--- src/csrmv_pkg.sv ---
// Shared types and constants for the compressed-row sparse matrix-vector block.
// Depends on nothing; every other file of the block but the vector RAM imports it.
package csrmv_pkg;

    // Number of vector elements held on chip.
    localparam int VECTOR_DEPTH = 1024;
    localparam int ADDR_W       = $clog2(VECTOR_DEPTH);

    // Field widths of the request and result items.
    localparam int INDEX_W = 10;
    localparam int VALUE_W = 32;
    localparam int SUM_W   = 64;

    // Request operation codes.
    typedef logic [1:0] op_t;
    localparam op_t OP_LOAD  = 2'd0;
    localparam op_t OP_ACCUM = 2'd1;
    localparam op_t OP_EMIT  = 2'd2;

    // Control carried alongside the data through a pipeline stage.
    typedef struct packed {
        logic valid;
        op_t  op;
    } stage_ctl_t;

endpackage

--- src/csrmv_mac.sv ---
// Multiply stage, saturating row accumulator and result register.
// Depends on csrmv_pkg for the operation codes and the stage control struct.
module csrmv_mac (
    input  logic                              clk,
    input  logic                              rst_n,
    input  csrmv_pkg::stage_ctl_t             ctl_s1,
    input  logic [csrmv_pkg::VALUE_W-1:0]     value_s1,
    input  logic                              in_range_s1,
    input  logic [csrmv_pkg::VALUE_W-1:0]     elem_s1,
    input  logic                              out_ready,
    output logic                              advance,
    output logic                              out_valid,
    output logic [csrmv_pkg::SUM_W-1:0]       row_sum,
    output logic                              overflow
);
    import csrmv_pkg::*;

    localparam logic [SUM_W-1:0] SUM_MAX = {1'b0, {(SUM_W-1){1'b1}}};
    localparam logic [SUM_W-1:0] SUM_MIN = {1'b1, {(SUM_W-1){1'b0}}};

    stage_ctl_t          ctl_s2_reg;
    logic signed [SUM_W-1:0] prod_s2_reg;
    logic signed [SUM_W-1:0] product;
    logic [VALUE_W-1:0]  elem_sel;

    logic [SUM_W-1:0]    acc_reg, acc_next;
    logic                sat_reg, sat_next;
    logic [SUM_W-1:0]    sum_out_reg;
    logic                ovf_out_reg;
    logic                out_valid_reg, out_valid_next;

    logic [SUM_W:0]      sum_wide;
    logic                sum_ovf;
    logic                fire_accum;
    logic                fire_emit;

    // Columns beyond the store read as zero.
    assign elem_sel = in_range_s1 ? elem_s1 : '0;
    assign product  = $signed(value_s1) * $signed(elem_sel);

    // The pipeline only waits when a row result must be written over a result
    // that the consumer has not yet taken.
    assign advance = !(ctl_s2_reg.valid && ctl_s2_reg.op == OP_EMIT
                       && out_valid_reg && !out_ready);

    assign fire_accum = advance && ctl_s2_reg.valid && ctl_s2_reg.op == OP_ACCUM;
    assign fire_emit  = advance && ctl_s2_reg.valid && ctl_s2_reg.op == OP_EMIT;

    assign sum_wide = {acc_reg[SUM_W-1], acc_reg} + {prod_s2_reg[SUM_W-1], prod_s2_reg};
    assign sum_ovf  = sum_wide[SUM_W] ^ sum_wide[SUM_W-1];

    always_comb
    begin
        acc_next       = acc_reg;
        sat_next       = sat_reg;
        out_valid_next = out_valid_reg && !out_ready;
        if (fire_accum)
        begin
            if (sum_ovf)
            begin
                acc_next = sum_wide[SUM_W] ? SUM_MIN : SUM_MAX;
                sat_next = 1'b1;
            end
            else
            begin
                acc_next = sum_wide[SUM_W-1:0];
            end
        end
        else if (fire_emit)
        begin
            acc_next       = '0;
            sat_next       = 1'b0;
            out_valid_next = 1'b1;
        end
    end

    always_ff @(posedge clk or negedge rst_n)
    begin
        if (!rst_n)
        begin
            ctl_s2_reg    <= '0;
            acc_reg       <= '0;
            sat_reg       <= 1'b0;
            out_valid_reg <= 1'b0;
        end
        else
        begin
            if (advance)
            begin
                ctl_s2_reg <= ctl_s1;
            end
            acc_reg       <= acc_next;
            sat_reg       <= sat_next;
            out_valid_reg <= out_valid_next;
        end
    end

    always_ff @(posedge clk)
    begin
        if (advance)
        begin
            prod_s2_reg <= product;
        end
        if (fire_emit)
        begin
            sum_out_reg <= acc_reg;
            ovf_out_reg <= sat_reg;
        end
    end

    assign out_valid = out_valid_reg;
    assign row_sum   = sum_out_reg;
    assign overflow  = ovf_out_reg;

endmodule

--- config.mk ---
export PLATFORM = sky130hd
export DESIGN_NAME = csrmv_mac
export DESIGN_NICKNAME = d
export VERILOG_FILES = /design/src/csrmv_pkg.sv /design/src/csrmv_mac.sv
export SDC_FILE = /design/constraint.sdc
export NUM_CORES = 2
export LEC_CHECK = 0
export ABC_AREA = 1
export BUFFER_PORTS_ARGS = -buffer_cell sky130_fd_sc_hd__clkbuf_2
export CORE_ASPECT_RATIO = 0.75
export CORE_UTILIZATION = 60
export CTS_CLUSTER_DIAMETER = 60
export CTS_CLUSTER_SIZE = 28
export DETAILED_ROUTE_END_ITERATION = 10
export GPL_ROUTABILITY_DRIVEN = 0
export HOLD_SLACK_MARGIN = 0.02
export PLACE_DENSITY = 0.87
export SETUP_SLACK_MARGIN = 0.15
export SLEW_MARGIN = 5
export SYNTH_ARGS = -nofsm -noshare
export SYNTH_HDL_FRONTEND = slang
export SYNTH_SLANG_ARGS = --single-unit
--- constraint.sdc ---
create_clock -name clk -period 6 [get_ports clk]
set_input_delay 0.6 -clock clk [delete_from_list [all_inputs] [get_ports clk]]
set_output_delay 0.6 -clock clk [all_outputs]
set_load 0.005 [all_outputs]
==> flow_summary_export.csv, run 1 <==
group,metric,value,unit
status,status,"did not finish",
status,stop_stage,"global routing (5_1_grt)",
status,error,"[ERROR GRT-0232] Routing congestion too high. Check the congestion heatmap in the GUI.",
die,initial_core_util,0.6105,
synth,synth.area.mux_share,0,
placement,place_hpwl,149200,um
synth,syn_nets,7319,
synth,synth_edf_count,129,
cts,cts_max_level,4,
die,die_w,330.0,um
synth,async_flop_share,0.3485,
synth,syn_inst,5917,
synth,ys.flop_type,"edfxtp_1",
die,ios,138,
cts,clock-sinks,198,
synth,yosys.area_share.adder,0.5120,
die,die_y,248.0,um
synth,yosysUniqueCellTypes,39,
synth,avgSynthCellArea,8.181,um^2
synth,syn_area,48410,um^2
synth,yosysWarnings,0,
placement,portBuffers,137,
synth,synthXorXnorAreaFrac,0.01737,
synth,ys_ff_latch,198,
synth,synth_seq_area_share,0.1157,
synth,synth_compound_area_frac,0.03409,
synth,synth_simple_gate_area_frac,0.1960,
cts,cts_root_buffer,"clkbuf_16",
global_routing,gr-total-overflow,71,
die,num_rows,89,
cts,cts_max_path_buffers,2,
global_routing,grt_max_degree,67,
global_routing,grt_usage,0.6534,
synth,synth_top_family_by_area,"adder cells",
cts,numCtsBuffers,17,
timing repair:
item,4_1_cts
resized for setup,507
buffers inserted,54
pin swaps,143
hold buffers,1
gates cloned,4
endpoints found under the hold margin,8
setup endpoints to repair,55
cell families after synthesis:
family          count (synthesis)
compound gates                289
simple gates                 2409
flops                         198
fa+ha+maj                    1331
xor+xnor                       96
buf+inv                      1594
synth_stat cells, types with 6 or more instances:
cell      instances  area share
nand2_2          11      0.0014
o21ai_0          64      0.0066
dfrtp_1          69       0.036
a21boi_0          7      0.0011
xor2_1           42      0.0076
nand2_1        1396        0.11
nand3_1         151       0.016
fa_1           1083        0.45
inv_1          1379        0.11
clkinv_1         23      0.0018
buf_1            16      0.0012
buf_6             6      0.0014
a31oi_1          17      0.0022
o21bai_1         32      0.0050
xnor2_1          54      0.0098
nand3b_1         10      0.0016
ha_1            248       0.064
a21oi_1         140       0.014
nor4_1           12      0.0016
nand4_1          35      0.0045
nor2_1          762       0.059
a21o_1           13      0.0020
edfxtp_1        129       0.080
nor3_1           13      0.0013
clkbuf_1        154       0.012
buf_2            12      0.0012
routing by layer:
metal | overflow | GRT usage
met5 | 0 | 0.3608
met2 | 40 | 0.7833
met1 | 2 | 0.6553
met4 | 29 | 0.5668
met3 | 0 | 0.5731
metrics by stage:
stage	setup TNS (ps)	instance area (um^2)	util	worst slack, ps	std cells
2_1_floorplan	-47440	49090	-	-1485	5917
3_3_place_gp	-86340	56060	0.7071	-2096	7581
3_5_place_dp	-96170	56060	0.7071	-2242	7581
4_1_cts	-48500	59180	0.7464	-1220	7672
==> inputs of run 2 (changes only) <==
==> config.mk (replaced) <==
export PLATFORM = sky130hd
export DESIGN_NAME = csrmv_mac
export DESIGN_NICKNAME = d
export VERILOG_FILES = /design/src/csrmv_pkg.sv /design/src/csrmv_mac.sv
export SDC_FILE = /design/constraint.sdc
export NUM_CORES = 2
export LEC_CHECK = 0
export ABC_AREA = 1
export BUFFER_PORTS_ARGS = -buffer_cell sky130_fd_sc_hd__clkbuf_2
export CORE_UTILIZATION = 40
export DETAILED_ROUTE_END_ITERATION = 10
export GPL_ROUTABILITY_DRIVEN = 0
export PLACE_DENSITY_LB_ADDON = 0.15
export SLEW_MARGIN = 5
export SYNTH_ARGS = -nofsm -noshare
export SYNTH_HDL_FRONTEND = slang
export SYNTH_SLANG_ARGS = --single-unit
==> run 2 against run 1 <==
  * The flow now finishes, with violations (negative setup slack)
  * Synthesized cell count is the same
  * Synthesized area unchanged
==> flow_summary_export.csv, run 2 <==
group,metric,value,unit
placement,place_hpwl,149600,um
drt,antenna_left,0,
drt,route.detailed.drc,0,
drt,vias,41153,
cells_and_area,layout_common_cells,"1300 x nand2_1, 1286 x inv_1, 1018 x fa_1, 661 x nor2_1, 640 x buf_4",
synth,synthTopCellsByCount,"1396 x nand2_1, 1379 x inv_1, 1083 x fa_1",
sta,fin_setup_tns,-47840,ps
cells_and_area,area_growth,26.17,%
cts,cts_max_path_buffers,2,
cts,tritoncts,"built",
cells_and_area,layout_commonest_cell,"nand2_1",
drt,drt-total-wl,172300,um
critical_path,worstPathArrival,7420,ps
drt,drtIter0Drc,2814,
critical_path,critPathMaxFanout,6,
critical_path,worst-setup-path-type,"in -> reg",
flow_run,max_cap_viol_count,0,
synth,synth_compound_area_frac,0.03409,
die,ios,138,
worst_hold_path,hold_class,"in -> reg",
synth,syn_inst,5917,
synth,syn_area,48410,um^2
sta,worst_slew_pin_slew,913.7,ps
cells_and_area,fillers,11445,
sta,worst_clock_skew,27.73,ps
sta,max_slew_margin,0.3909,
critical_path,worstPathRequired,6200,ps
global_routing,grt_util_met1,0.3887,
global_routing,grt_usage,0.2896,
placement,dp_cells,8187,
cts,clock-sinks,198,
synth,ys_ff_latch,198,
synth,yosysMostFrequentCell,"nand2_1",
status,violations,"negative setup slack",
synth,async_flop_share,0.3485,
global_routing,grt_max_degree,66,
die,dieArea,122400,um^2
synth,ys.flop_type,"edfxtp_1",
synth,yosysWarnings,0,
global_routing,met2_usage,0.4849,
sta,min_period,7221,ps
cts,cts_max_level,4,
critical_path,critical_path.most_common_cell,"fa_1",
synth,synth_simple_gate_area_frac,0.1960,
status,status,"finished with violations",
synth,avgSynthCellArea,8.181,um^2
cells_and_area,nets,8076,
cts,cts.reportedPaths.clkPinSlew,80,ps
worst_hold_path,holdPathStages,3,
die,die_y,349.9,um
synth,synth_top_cell_by_area,"fa_1",
synth,synth_edf_count,129,
drt,vias_per_cell,4.959,
sta,fin_crit_sh,1.203,
sta,fmax,0.1385,GHz
critical_path,r2r_cells,16,
global_routing,gr-total-overflow,0,
sta,rsz0062_at_grt,"yes",
synth,yosysUniqueCellTypes,39,
sta,finalHoldViolations,0,
synth,synthXorXnorAreaFrac,0.01737,
die,die_w,349.9,um
cells_and_area,drive_gt1_frac,0.2307,
cells_and_area,fin_cells,8299,
cts,numCtsBuffers,17,
critical_path,crit_path_top_delay_cell,"fa_1",
critical_path,cp-end-kind,"flip-flop",
global_routing,grt_pass1_wl,265200,um
global_routing,antenna_found_initial,0,
sta,slew_violations,0,
die,num_rows,127,
synth,yosys.area_share.adder,0.5120,
synth,synth_top_family_by_area,"adder cells",
cts,cts_root_buffer,"clkbuf_16",
synth,synthTopCellsByArea,"fa_1 45%, nand2_1 11%, inv_1 11%",
cells_and_area,antenna_cells,0,
drt,first_pass_iters,6,
die,core_area,120000,um^2
global_routing,grtUsageMet3,0.03593,
synth,synth_seq_area_share,0.1157,
die,initial_core_util,0.4035,
synth,synth_top_area_share,0.4479,
global_routing,grt.busiest_layer,"met2",
sta,fin_ws,-1221,ps
synth,syn_nets,7319,
placement,portBuffers,137,
critical_path,critPathLaunchType,"primary input",
synth,synth.area.mux_share,0,
global_routing,grt_pass1_vias,44033,
cts,clock_latency,480,ps
critical_path,critPathMaxStageDelay,550,ps
drt,wl_per_cell,20.76,um
sta,finalSetupViolations,51,
-- run 2: cell counts after synthesis --
No cell type changed its count.
-- run 2: path summary, 6_finish.rpt --
check / from / slack, ps / endpoint
max in group asynchronous: rst_n / 4430 / acc_reg[39]
hold / removal: ctl_s1[0] / 320 / ctl_s2_reg[0]
setup reg to reg: prod_s2_reg[31] / 2270 / acc_reg[16]
setup / recovery: in_range_s1 / -1220 / prod_s2_reg[54]
min in group asynchronous: rst_n / 470 / acc_reg[3]
hold reg to reg: sat_reg / 450 / overflow
-- run 2: per-layer routing --
layer	routed length (um)	vias to the layer above
li1	-	18745
met1	72880	20538
met2	80920	1569
met3	11890	301
met4	6603	0
met5	0	-
-- run 2: stage by stage --
| stage | utilization | area, um^2 | hold slack, ps | worst slack, ps |
|---|---|---|---|---|
| floorplan | - | 49040 | 304.4 | -1485 |
| global placement | 0.4770 | 57220 | 419.2 | -2143 |
| detailed placement | 0.4770 | 57220 | 421.6 | -2133 |
| CTS | 0.5017 | 60190 | 294.8 | -1139 |
| global route | 0.5091 | 61070 | 313.0 | -1388 |
| finish | 0.5091 | 61070 | 316.6 | -1221 |
-- run 2: layout make-up --
type | count | area [um^2] | area share
Timing Repair Buffer | 926 | 8063 | 0.1320
Inverter | 1406 | 5361 | 0.08779
Clock buffer | 17 | 425.4 | 0.006965
Tap cell | 1612 | 2017 | 0.03302
Clock inverter | 15 | 196.4 | 0.003216
Sequential cell | 198 | 5600 | 0.09170
Multi-Input combinational cell | 4125 | 39410 | 0.6453
-- run 2: critical path: cells and delay by family --
| family | cells | cell delay [ps] |
|---|---|---|
| buffers and inverters | 15 | 1670 |
| AND/OR/NAND/NOR | 3 | 200 |
| AO/OA/AOI/OAI | 4 | 570 |
| XOR/XNOR | 1 | 130 |
| adder cells (fa/ha/maj) | 9 | 4210 |
-- run 2: cell families (layout without fill, tap and decap cells) --
logic type,Yosys count,count (layout)
adders and majority gates,1331,1331
and+or+nand+nor,2409,2409
xor gates and xnor gates,96,96
AOI/OAI and AO/OA,289,289
DFF,198,198
buffers and inverters,1594,2364
-- run 2: what timing repair did --
| action | 4_1_cts | 5_1_grt |
|---|---|---|
| hold endpoints to repair | 5 | 0 |
| hold buffers | 1 | 0 |
| setup endpoints to repair | 53 | 53 |
| buffers inserted | 52 | 29 |
| pin swaps | 149 | 141 |
| gates cloned | 3 | 0 |
| gates resized for setup | 498 | 220 |
Power of run 2 is left out: the tool's default activity adds up to more than one toggle a clock period on the data nets, which glitch-free logic cannot reach.
